**src/hdl/trd_pkg.sv**
```systemverilog
// Shared types and constants for the TLS record deframer.
package trd_pkg;

   localparam logic [7:0]  TYPE_LOW      = 8'd20;
   localparam logic [7:0]  TYPE_HIGH     = 8'd23;
   localparam logic [15:0] MAX_LEN_RESET = 16'd18432;

   typedef enum logic [2:0] {
      ST_TYPE,
      ST_VER_HI,
      ST_VER_LO,
      ST_LEN_HI,
      ST_LEN_LO,
      ST_PAYLOAD
   } rec_state_type;

   typedef enum logic [1:0] {
      STATUS_OK       = 2'd0,
      STATUS_BAD_TYPE = 2'd1,
      STATUS_TOO_LONG = 2'd2
   } status_type;

endpackage

```
**src/hdl/tls_record_deframer.sv**
```systemverilog
// TLS record deframer: header parse, checks and payload and status beat output.
//
//  channel  | ports                              | direction
//  ---------+------------------------------------+----------
//  request  | req_valid req_ready req_data_byte  | in
//  response | rsp_valid rsp_ready rsp_record_*   | out
//           | rsp_payload_byte rsp_has_byte      |
//           | rsp_last rsp_status                |
//  csr      | csr_wr_en csr_wr_data              | in
//
// One request beat per cycle while req_ready is high; its response, if any,
// comes out of the single response register in the following cycle. req_ready
// drops only while the response register holds a beat that is not taken.
// Synchronous reset clears the parser, the failure flag and the maximum length
// (to 18432). After a failure every beat is taken and dropped until reset.
module tls_record_deframer (
   input  logic        clock,
   input  logic        reset,
   input  logic        req_valid,
   output logic        req_ready,
   input  logic [7:0]  req_data_byte,
   output logic        rsp_valid,
   input  logic        rsp_ready,
   output logic [7:0]  rsp_record_type,
   output logic [15:0] rsp_record_version,
   output logic [7:0]  rsp_payload_byte,
   output logic        rsp_has_byte,
   output logic        rsp_last,
   output logic [1:0]  rsp_status,
   input  logic        csr_wr_en,
   input  logic [15:0] csr_wr_data
);
   import trd_pkg::*;

   rec_state_type state_ff, state_in, cur_st;
   logic [7:0]  held_type_ff, held_type_in;
   logic [15:0] held_version_ff, held_version_in;
   logic [7:0]  length_high_ff, length_high_in;
   logic [15:0] bytes_left_ff, bytes_left_in;
   logic        failed_ff, failed_in;
   logic [15:0] max_len_ff;

   logic        rsp_valid_ff;
   logic [7:0]  rsp_type_ff;
   logic [15:0] rsp_version_ff;
   logic [7:0]  rsp_byte_ff;
   logic        rsp_has_ff;
   logic        rsp_last_ff;
   status_type  rsp_status_ff;

   logic        accept;
   logic        load;
   logic [15:0] len;
   logic        type_bad;
   logic        len_bad;

   logic        res_valid;
   logic [7:0]  res_byte;
   logic        res_has;
   logic        res_last;
   status_type  res_status;

   assign load      = !rsp_valid_ff || rsp_ready;
   assign req_ready = load;
   assign accept    = req_valid && req_ready;

   assign len      = {length_high_ff, req_data_byte};
   assign type_bad = (held_type_ff < TYPE_LOW) || (held_type_ff > TYPE_HIGH);
   assign len_bad  = len > max_len_ff;
   assign cur_st   = (state_ff == ST_PAYLOAD && bytes_left_ff == 16'd0) ? ST_TYPE
                                                                         : state_ff;

   // next state
   always_comb begin
      state_in        = state_ff;
      held_type_in    = held_type_ff;
      held_version_in = held_version_ff;
      length_high_in  = length_high_ff;
      bytes_left_in   = bytes_left_ff;
      failed_in       = failed_ff;
      if (accept && !failed_ff) begin
         unique case (cur_st)
            ST_TYPE: begin
               held_type_in = req_data_byte;
               state_in     = ST_VER_HI;
            end
            ST_VER_HI: begin
               held_version_in = {req_data_byte, 8'h00};
               state_in        = ST_VER_LO;
            end
            ST_VER_LO: begin
               held_version_in = {held_version_ff[15:8], req_data_byte};
               state_in        = ST_LEN_HI;
            end
            ST_LEN_HI: begin
               length_high_in = req_data_byte;
               state_in       = ST_LEN_LO;
            end
            ST_LEN_LO: begin
               if (type_bad || len_bad) begin
                  failed_in = 1'b1;
                  state_in  = ST_TYPE;
               end else if (len == 16'd0) begin
                  bytes_left_in = 16'd0;
                  state_in      = ST_TYPE;
               end else begin
                  bytes_left_in = len;
                  state_in      = ST_PAYLOAD;
               end
            end
            ST_PAYLOAD: begin
               bytes_left_in = bytes_left_ff - 16'd1;
               if (bytes_left_ff == 16'd1) begin
                  state_in = ST_TYPE;
               end
            end
            default: begin
               state_in = ST_TYPE;
            end
         endcase
      end
   end

   // result beat
   always_comb begin
      res_valid  = 1'b0;
      res_byte   = 8'h00;
      res_has    = 1'b0;
      res_last   = 1'b0;
      res_status = STATUS_OK;
      if (accept && !failed_ff) begin
         unique case (cur_st)
            ST_LEN_LO: begin
               priority if (type_bad) begin
                  res_valid  = 1'b1;
                  res_status = STATUS_BAD_TYPE;
               end else if (len_bad) begin
                  res_valid  = 1'b1;
                  res_status = STATUS_TOO_LONG;
               end else if (len == 16'd0) begin
                  res_valid = 1'b1;
                  res_last  = 1'b1;
               end else begin
                  res_valid = 1'b0;
               end
            end
            ST_PAYLOAD: begin
               res_valid = 1'b1;
               res_byte  = req_data_byte;
               res_has   = 1'b1;
               res_last  = (bytes_left_ff == 16'd1);
            end
            default: begin
               res_valid = 1'b0;
            end
         endcase
      end
   end

   always_ff @(posedge clock) begin
      if (reset) begin
         state_ff        <= ST_TYPE;
         held_type_ff    <= 8'h00;
         held_version_ff <= 16'h0000;
         length_high_ff  <= 8'h00;
         bytes_left_ff   <= 16'h0000;
         failed_ff       <= 1'b0;
         max_len_ff      <= MAX_LEN_RESET;
         rsp_valid_ff    <= 1'b0;
      end else begin
         state_ff        <= state_in;
         held_type_ff    <= held_type_in;
         held_version_ff <= held_version_in;
         length_high_ff  <= length_high_in;
         bytes_left_ff   <= bytes_left_in;
         failed_ff       <= failed_in;
         if (csr_wr_en) begin
            max_len_ff <= csr_wr_data;
         end
         if (load) begin
            rsp_valid_ff <= res_valid;
         end
      end
   end

   always_ff @(posedge clock) begin
      if (load && res_valid) begin
         rsp_type_ff    <= held_type_ff;
         rsp_version_ff <= held_version_ff;
         rsp_byte_ff    <= res_byte;
         rsp_has_ff     <= res_has;
         rsp_last_ff    <= res_last;
         rsp_status_ff  <= res_status;
      end
   end

   assign rsp_valid          = rsp_valid_ff;
   assign rsp_record_type    = rsp_type_ff;
   assign rsp_record_version = rsp_version_ff;
   assign rsp_payload_byte   = rsp_byte_ff;
   assign rsp_has_byte       = rsp_has_ff;
   assign rsp_last           = rsp_last_ff;
   assign rsp_status         = rsp_status_ff;

`ifndef SYNTHESIS
   a_failed_silent: assert property (@(posedge clock) disable iff (reset)
      failed_ff && load |=> !rsp_valid_ff)
      else $error("beat produced after framing failure");

   a_failed_parked: assert property (@(posedge clock) disable iff (reset)
      failed_ff |-> state_ff == ST_TYPE)
      else $error("parser not parked after failure");

   a_payload_due: assert property (@(posedge clock) disable iff (reset)
      state_ff == ST_PAYLOAD |-> bytes_left_ff != 16'd0)
      else $error("payload phase with no bytes due");

   a_error_shape: assert property (@(posedge clock) disable iff (reset)
      rsp_valid_ff && rsp_status_ff != STATUS_OK |-> !rsp_has_ff && !rsp_last_ff)
      else $error("error beat carries data or last");
`endif

endmodule
```
**config.mk**
```make
export PLATFORM = sky130hd
export DESIGN_NAME = tls_record_deframer
export DESIGN_NICKNAME = d
export VERILOG_FILES = /design/src/hdl/trd_pkg.sv /design/src/hdl/tls_record_deframer.sv
export SDC_FILE = /design/constraint.sdc
export NUM_CORES = 1
export LEC_CHECK = 0
export BUFFER_PORTS_ARGS = -buffer_cell sky130_fd_sc_hd__buf_2
export CAP_MARGIN = 20
export CORE_ASPECT_RATIO = 1.2
export CORE_MARGIN = 5
export CORE_UTILIZATION = 35
export CTS_BUF_LIST = sky130_fd_sc_hd__clkbuf_8
export CTS_CLUSTER_DIAMETER = 60
export DETAILED_ROUTE_END_ITERATION = 8
export PLACE_DENSITY = 0.65
export SYNTH_ARGS = -nofsm -noshare
export SYNTH_HDL_FRONTEND = slang
export SYNTH_SLANG_ARGS = --single-unit
```
**constraint.sdc**
```tcl
create_clock -name clock -period 4.27 [get_ports clock]
set_input_delay 0.427 -clock clock [delete_from_list [all_inputs] [get_ports clock]]
set_output_delay 0.427 -clock clock [all_outputs]
set_load 0.1 [all_outputs]
```
* Word-level counts from Yosys, hierarchy flattened *
Cells that the tools add are included.

cells by class
  add/sub/neg operators = 1
  $lt $le $gt $ge = 3
  equality and inequality tests = 9
  mux-type cells = 20
  bitwise gates (word level) = 3
  reductions and logical operators = 24

operator list
  kind                                                                          number
  16-bit case mux with 2 select lines                                           2
  16-bit zero test                                                              2
  16-bit 2-to-1 mux                                                             2
  3-bit case mux with 6 select lines                                            1
  16-bit by 1-bit equality test with 1-bit output, second input constant        1
  16-bit > comparator                                                           1
  16-bit by 1-bit subtractor with 16-bit output, second input constant          1
  3-bit 2-to-1 mux                                                              4
  2-bit AND reduction                                                           6
  3-bit equality test, second input constant                                    3
  3-bit AND reduction                                                           3
  8-bit by 5-bit > comparator with 1-bit output, second input constant          1
  8-bit by 5-bit less-than comparator with 1-bit output, second input constant  1
  1-bit 2-to-1 mux                                                              8
  3-bit by 2-bit equality test with 1-bit output, second input constant         2
  1-bit logical AND                                                             4
  2-bit != test, second input constant                                          2
  1-bit case mux with 2 select lines                                            2
  2-bit nonzero test                                                            2
  3-bit by 1-bit equality test with 1-bit output, second input constant         1
  3-bit zero test                                                               1
  1-bit logical OR                                                              3
  1-bit inverter                                                                3
  3-bit OR reduction                                                            1
  2 further kinds                                                               3

word-level totals
  register bits after elaboration = 105
  bits of input ports = 29
  word-level logic and storage cells = 76

* Logic depth before layout (Yosys ltp) *
Gate-level depths: netlist of run 1.

  depth after elaboration = 7
  mapped depth = 12
  depth with buffers taken out = 9

* Worst setup path before layout of run 1 *
Ideal clock, no wire load.

  kind = register to register
  start = reg rsp_valid_ff (netlist: rsp_valid)
  end = reg rsp_has_ff (netlist: rsp_has_byte), enable pin
  data arrival time = 3.257 ns
  required time = 3.879 ns
  path slack = 0.622 ns
  cell stages (with the launch flop) = 7
  path buffers = 0
  cells stage by stage = dfxtp_1 nand2b_1 nand3b_1 nand2b_1 nand2b_1 a31o_2 inv_1

between the ends
  longest elaborated chain between the ends = 6

ends and longest elaborated chain
  element                 RTL line                    RTL
  start, declared         tls_record_deframer.sv:43   logic rsp_valid_ff;
  start signal, assigned  tls_record_deframer.sv:181  rsp_valid_ff <= res_valid;
  1-bit zero test (*)     tls_record_deframer.sv:63   assign load = !rsp_valid_ff || rsp_ready;
  1-bit logical OR (*)    tls_record_deframer.sv:63
  net req_ready           tls_record_deframer.sv:20   output logic req_ready,
  1-bit logical AND       tls_record_deframer.sv:65   assign accept = req_valid && req_ready;
  1-bit logical AND       tls_record_deframer.sv:131  if (accept && !failed_ff) begin
  1-bit 2-to-1 mux        tls_record_deframer.sv:131
  1-bit logical AND (*)   tls_record_deframer.sv:187  if (load && res_valid) begin
  end signal, assigned    tls_record_deframer.sv:191  rsp_has_ff <= res_has;
  end, declared           tls_record_deframer.sv:47   logic rsp_has_ff;

Mark *: on every way through the listed nets, which the timed path passes. The rest lies on a longest branch.
A chain may end at the register's enable or synchronous reset.

* Worst setup path after layout of run 1 *
  start = reg bytes_left_ff[0]
  end = reg rsp_last_ff (netlist: rsp_last) (data pin)

between the ends
  longest elaborated chain between the ends = 5
  elaborated cells on any way between the ends = 7

ends and longest elaborated chain
  element                                 RTL line                    RTL
  start, declared                         tls_record_deframer.sv:39   logic [15:0] bytes_left_ff, bytes_left_in;
  start signal, assigned                  tls_record_deframer.sv:175  bytes_left_ff <= bytes_left_in;
  16-bit zero test                        tls_record_deframer.sv:70   assign cur_st = (state_ff == ST_PAYLOAD && bytes_left_ff == 16'd0) ? ST_TYPE
  1-bit logical AND                       tls_record_deframer.sv:70
  3-bit 2-to-1 mux                        tls_record_deframer.sv:70
  3-bit equality test                     tls_record_deframer.sv:132  unique case (cur_st)
  1-bit case mux with 2 select lines (*)  tls_record_deframer.sv:132
  end signal, assigned                    tls_record_deframer.sv:192  rsp_last_ff <= res_last;
  end, declared                           tls_record_deframer.sv:48   logic rsp_last_ff;

Mark *: on every way between the ends. The rest lies on a longest branch, timed or not.

==> reports/metrics.cfg, run 1 <==
[clock_tree]
insertion_delay_ns=0.37
cts-buffers-inserted=9
cts_post_setup_buffers_inserted=0
clkTransAtPathRegs_ns=0.10
cts_root_buf=clkbuf_8
cts_sinks=105
cts_hold_buf=0
cts_tree=built
cts.path.max_buffers=2
cts_resized=0
cts_max_level=3

[placement]
io_buffers=66
dp.cells=707
globalplace.congestion=0.8251
hpwl_um=8262
placed_cell_area_um2=5149

[sta]
worst_slew_pin_slew_ns=1.076
hold_viol=0
finalSetupViolCount=0
slew_headroom_pct=28.25
max_freq_mhz=313.3
fin_skew_ns=0.009335
fin_tns_setup_ns=0
min_period_ns=3.192
period_share_pct=74.76
rsz0062_at_grt=no
slew_viol_final=0

[synth]
synth_top_family_by_area=simple AND/OR/NAND/NOR gates
synth_nets=545
avgSynthCellArea_um2=9.447
synth-simple-area-share_pct=18.75
synth-seq-cells=105
synth_edf_count=36
muxShareOfSynthArea_pct=6.170
async_flop_share_pct=0
yosysSeqAreaShare_pct=52.34
syn_inst=498
synth_compound_area_share_pct=13.35
synthAdderAreaFrac_pct=4.787
ys.flop_type=dfxtp_1
ys_types=44
syn_area_um2=4705
synth_xor_area_share_pct=0
yosys_warnings=0

[hold_path]
hp-class=in -> reg

[final_layout]
layout.nets=598
final_cell_area_um2=5331
fillers=1298
final_common_cell=dfxtp_1
final_cell_mix=dfxtp_1, buf_2, nand2_1, nor2_1, a21oi_1
num_antenna_cells=0
seq_area_um2=2462
layout-drive-gt1-share_pct=16.01
final_cells=724
multi_input_area_um2=2026
syn2layout_area_growth_pct=13.32

[critical_path]
r2r_slack_ns=1.08
worstPathCellList=inv_1 -> ha_1 -> or4b_1 -> nor4_4 -> a21o_1 -> nor2_1 -> a32o_1
cp_data_required_time_ns=4.41
worstSetupEndpointType=flip-flop
critPathKind=reg -> reg
worst_ep_arrival_time_ns=3.33
critical-path-slowest-cell=a21o_1
path_max_fanout=19
cp-start-kind=flip-flop
cp_slowest_stage_delay_ns=0.62

[floorplan]
die_y_um=137
die_area_um2=15870
io_pins=67
core_um2=13180
row_count=46
die_x_um=115.8
initial_utilization_pct=35.69

[drt]
dr.pass1.iters=5
drt_iter0_markers=228
vias=3820
wl_um=11490
via_per_inst=5.276
route.detailed.drc=0
ant_nets=0
wl_per_cell_um=15.87

[power_and_ir_drop]
clockPowerShare_pct=32.3
swShare_pct=25.42
ir_drop_v=0.0001812
power.switching_w=0.0004489
p_int_w=0.001317
seqPwrFrac_pct=60.2
leakage_nw=2.152
power_frac_comb_pct=7.4
power_w=0.001766
p_per_area_nw_per_um2=331.2

[global_route]
grt_pass1_vias=3742
grt_pass1_wl_um=18670
track_usage_pct=14.92
antenna_found_initial=0
grt_start_max_net_pins=64
overflow=0

[job]
maxCapViolCount=0

[run_status]
status=complete, no violations

==> synth_stat cells, types with 2 or more instances <==
master	instances	area (um2)
dfxtp_1	69	1381
nand2_1	58	217.7
nor2_1	56	210.2
a21oi_1	49	245.2
edfxtp_1	36	1081
mux2i_1	29	290.3
inv_1	24	90.09
o21ai_0	21	105.1
clkbuf_1	19	71.32
ha_1	18	225.2
nand3_1	17	85.08
and3_1	10	62.56
nor3_1	10	50.05
nor4_1	8	50.05
a31oi_1	7	43.79
nand4_1	6	37.54
o211ai_1	6	45.04
buf_2	5	25.02
nand2b_1	5	31.28
a211oi_1	4	30.03
a21o_1	3	22.52
buf_1	3	11.26
nand3b_1	3	22.52
o32ai_1	3	26.28
or3_1	3	18.77
or4_1	3	22.52
a32o_1	2	20.02
a32oi_1	2	17.52
nor2b_1	2	12.51
o21a_1	2	15.01
o41ai_1	2	17.52
==> through the flow <==
step	hold slack, ns	setup slack [ns]	utilization, %
floorplan	0.4079	0.6221	-
global placement	0.4179	1.236	39.06
detailed placement	0.4212	1.175	39.06
CTS	0.2644	1.114	40.41
global route	0.2860	0.8028	40.45
finish	0.2733	1.078	40.45
==> final timing paths <==
kind / from / endpoint / cells after the start
worst min-delay path: csr_wr_data[14] / max_len_ff[14] / 3
worst max-delay path: bytes_left_ff[0] / rsp_last / 7
worst min register to register: held_version_ff[12] / rsp_record_version[12] / 0
worst max register to register: bytes_left_ff[0] / rsp_last / 7
==> kinds of logic after synthesis <==
logic type	after synthesis
AOI/OAI and AO/OA	106
adders and majority gates	18
buffers and inverters	53
DFF	105
muxes	29
and+or+nand+nor	187
==> area by class of cell <==
| class | instances | area share (%) |
|---|---|---|
| sequential | 105 | 46.19 |
| multi-input combinational | 340 | 38.00 |
| timing repair buffer | 71 | 6.853 |
| tap | 168 | 3.943 |
| clock buffer | 9 | 2.323 |
| inverter | 24 | 1.690 |
| clock inverter | 7 | 1.009 |
==> worst max-delay path, delay by kind of cell (launching register included) <==
| kind | cells | cell delay, ns |
|---|---|---|
| compound gates | 2 | 0.91 |
| fa+ha+maj | 1 | 0.23 |
| buf+inv | 1 | 0.12 |
| flops | 1 | 0.36 |
| simple gates | 3 | 1.33 |
==> flip-flops by register name, summed over array words and instances (netlist names), 2 cells and up <==
name / count
max_len_ff: 16
held_type_ff: 8
bytes_left_ff: 16
rsp_status: 2
rsp_payload_byte: 8
state_ff: 3
held_version_ff: 16
rsp_record_type: 8
rsp_record_version: 16
length_high_ff: 8
==> layer usage <==
metal,up-vias,wire [um],track usage [%]
met3,31,611,2.300
met4,0,406,7.286
li1,1885,-,-
met1,1784,4912,18.57
met5,-,0,0
met2,120,5556,25.05
==> power groups by stage <==
stage / clock (W) / sequential, W / combinational, W
6_report: 0.000571 / 0.00106 / 0.000131
5_1_grt: 0.000628 / 0.00107 / 0.000148
4_1_cts: 0.000587 / 0.00106 / 0.000131
3_5_place_dp: 0 / 0.00109 / 0.000131
3_3_place_gp: 0 / 0.00109 / 0.000127
2_1_floorplan: 0 / 0.00108 / 0.0000906
No activity file was read; power rests on OpenSTA's default activity.
==> run 2, diff against run 1 <==
ABC_AREA = 1   (was unset)
clock period = 3.1 ns   (was 4.27 ns; I/O delays follow)
==> reports/metrics.cfg, run 2 <==
[run_status]
status=complete, no violations

[synth]
yosysSeqAreaShare_pct=52.23  ; -0.11 points
synth-simple-area-share_pct=19.69  ; +0.94 points
synth-seq-cells=105  ; unchanged
synth_xor_area_share_pct=1.858  ; +1.9 points
ys.flop_type=dfxtp_1
synth_top_family_by_area=simple AND/OR/NAND/NOR gates
yosys_warnings=0  ; unchanged
muxShareOfSynthArea_pct=0  ; -6.2 points
synth_common_cells=nand2_1, dfxtp_1, a21oi_1, nor2_1, inv_1
synth_nets=587  ; +7.7%
synth_edf_count=36  ; unchanged
async_flop_share_pct=0  ; unchanged
yosysMostFrequentCell=nand2_1
avgSynthCellArea_um2=8.731  ; -7.6%
synthAdderAreaFrac_pct=4.777  ; -0.010 points
syn_area_um2=4715  ; +0.21%
synthTopCellsByArea=dfxtp_1, edfxtp_1, nand2_1
syn_inst=540  ; +8.4%
ys_types=37  ; -16%
synth_top_cell_by_area=dfxtp_1
yosys.area.top_type_share_pct=29.30  ; -0.062 points
synth_compound_area_share_pct=14.65  ; +1.3 points

[drt]
wl_um=10940  ; -4.8%
via_per_inst=4.836  ; -8.3%
drt_iter0_markers=252  ; +11%
route.detailed.drc=0  ; unchanged
dr.pass1.iters=4  ; -1
ant_nets=0  ; unchanged
vias=3772  ; -1.3%
wl_per_cell_um=14.03  ; -12%

[critical_path]
cpMostUsedCell=nand2_1
endpoint=rsp_record_version[8]
r2r_end=rsp_record_version[8]
path_delay_family=simple AND/OR/NAND/NOR gates
worstPathCellList=inv_1 -> ha_1 -> nand2_1 -> nor3_1 -> nand2_1 -> nand2_1 -> nand2_1 -> nand3_1 -> nand2_1 -> nand2_2 -> buf_4
cp_data_required_time_ns=3.17  ; -1.24 ns
cp-startpoint=max_len_ff[15]
worst_ep_arrival_time_ns=2.52  ; -0.81 ns
cp.depth=11  ; +4
worstSetupEndpointType=flip-flop
reg2reg_depth=11  ; +4
critical-path-slowest-cell=buf_4
r2r_slack_ns=0.65  ; -0.43 ns
worstReg2RegStart=max_len_ff[15]
critPathKind=reg -> reg
cp_slowest_stage_delay_ns=0.36  ; -0.26 ns
path_max_fanout=24  ; +5
cp-start-kind=flip-flop
crit_buf_inv=2  ; +1

[hold_path]
hp-class=in -> reg
min-delay-start=csr_wr_data[14]

[clock_tree]
cts-buffers-inserted=9  ; unchanged
cts_hold_buf=0  ; unchanged
cts_post_setup_buffers_inserted=0  ; unchanged
cts_root_buf=clkbuf_8
cts.path.max_buffers=2  ; unchanged
cts_tree=built
cts_resized=0  ; unchanged
insertion_delay_ns=0.38  ; about the same
cts_max_level=3  ; unchanged
clkTransAtPathRegs_ns=0.11  ; about the same
cts_sinks=105  ; unchanged

[power_and_ir_drop]
ir_drop_v=0.0001768  ; -2.4%
leakage_nw=2.176  ; +1.1%
power_w=0.002549  ; +44%
p_per_area_nw_per_um2=472.2  ; +43%

[final_layout]
syn2layout_area_growth_pct=14.49
layout-drive-gt1-share_pct=19.15  ; +3.1 points
fin_util_pct=40.78  ; +0.32 points
layout.nets=653  ; +9.2%
seq_area_um2=2464  ; about the same
fillers=1367  ; +5.3%
final_common_cell=nand2_1
final_cell_mix=nand2_1, dfxtp_1, buf_2, nor2_1, a21oi_1
multi_input_area_um2=1934  ; -4.5%

[global_route]
overflow=0  ; unchanged
grt_pass1_wl_um=17560  ; -6.0%
track_usage_pct=14.05  ; -0.87 points
antenna_found_initial=1  ; +1
grt_start_max_net_pins=46  ; -28%
grt_pass1_vias=3655  ; -2.3%

[floorplan]
die_x_um=116.0  ; about the same
core_um2=13240  ; +0.44%
die_y_um=137.1  ; +0.10%
initial_utilization_pct=35.61  ; -0.080 points
io_pins=67  ; unchanged
die_area_um2=15900  ; +0.20%
row_count=46  ; unchanged

[sta]
fin_skew_ns=0.009107  ; -0.0002279 ns
slew_viol_final=0  ; unchanged
rsz0062_at_grt=no
min_period_ns=2.451  ; -0.7407 ns
finalSetupViolCount=0  ; unchanged
worst_slew_pin_slew_ns=0.8348  ; -0.2414 ns
period_share_pct=79.08  ; +4.3 points
max_freq_mhz=407.9  ; +30%
setup_slack_ns=0.6486  ; -0.4293 ns
slew_headroom_pct=44.14  ; +16 points
hold_slack_ns=0.1438  ; -0.1295 ns
fin_tns_setup_ns=0  ; unchanged
hold_viol=0  ; unchanged

[placement]
io_buffers=66  ; unchanged
hpwl_um=8285  ; +0.28%
detailedPlace.worstSlack_ns=0.6259  ; -0.5493 ns
globalplace.congestion=0.8594  ; +4.2%

[job]
maxCapViolCount=0  ; unchanged

==> run 2: final cells by class <==
type,count,share of cell area (%)
Clock inverter,7,1.275
Antenna cell,1,0.04636
Inverter,60,4.335
Clock buffer,9,2.295
Multi-Input combinational cell,360,35.84
Tap cell,168,3.894
Sequential cell,105,45.64
Timing Repair Buffer,70,6.676
==> run 2: per-layer routing <==
metal | track usage (%) | share of wire, % | vias up
li1 | - | - | 1927
met1 | 17.14 | 43 | 1724
met3 | 3.008 | 5.3 | 24
met2 | 23.67 | 49 | 97
met4 | 6.254 | 2.8 | 0
met5 | 0 | 0 | -
==> run 2: how the worst min path moves through the flow <==
| stage | to | slack (ns) | cells after the start |
|---|---|---|---|
| after floorplan | rsp_record_type[0] | 0.40 | 0 |
| final | max_len_ff[14] | 0.14 | 3 |
| after detailed placement | rsp_record_version[2] | 0.41 | 0 |
| after global routing | max_len_ff[0] | 0.16 | 3 |
| after CTS | max_len_ff[14] | 0.13 | 3 |
| after global placement | rsp_record_version[9] | 0.42 | 0 |
==> run 2: per-stage QoR <==
stage,area (um2),cells
2_1_floorplan,4722,540
3_3_place_gp,5202,763
3_5_place_dp,5202,763
4_1_cts,5395,779
5_1_grt,5398,780
6_report,5398,780
==> run 2: cells by family after synthesis <==
logic type | after synthesis
AOI/OAI and AO/OA | 131
buffers and inverters | 75
and+or+nand+nor | 201
DFF | 105
xor gates and xnor gates | 10
adders and majority gates | 18
==> run 2: where the power goes <==
part	total [W]	internal, W	switching [W]
sequential	0.00148	0.00146	0.0000238
combinational	0.000225	0.0000766	0.000148
clock	0.000841	0.000316	0.000524
==> run 2: worst register-to-register path: cells and delay by family (launching register included) <==
| family | cells | cell delay (ns) |
|---|---|---|
| fa+ha+maj | 1 | 0.30 |
| buf+inv | 2 | 0.42 |
| flops | 1 | 0.33 |
| simple gates | 8 | 1.08 |
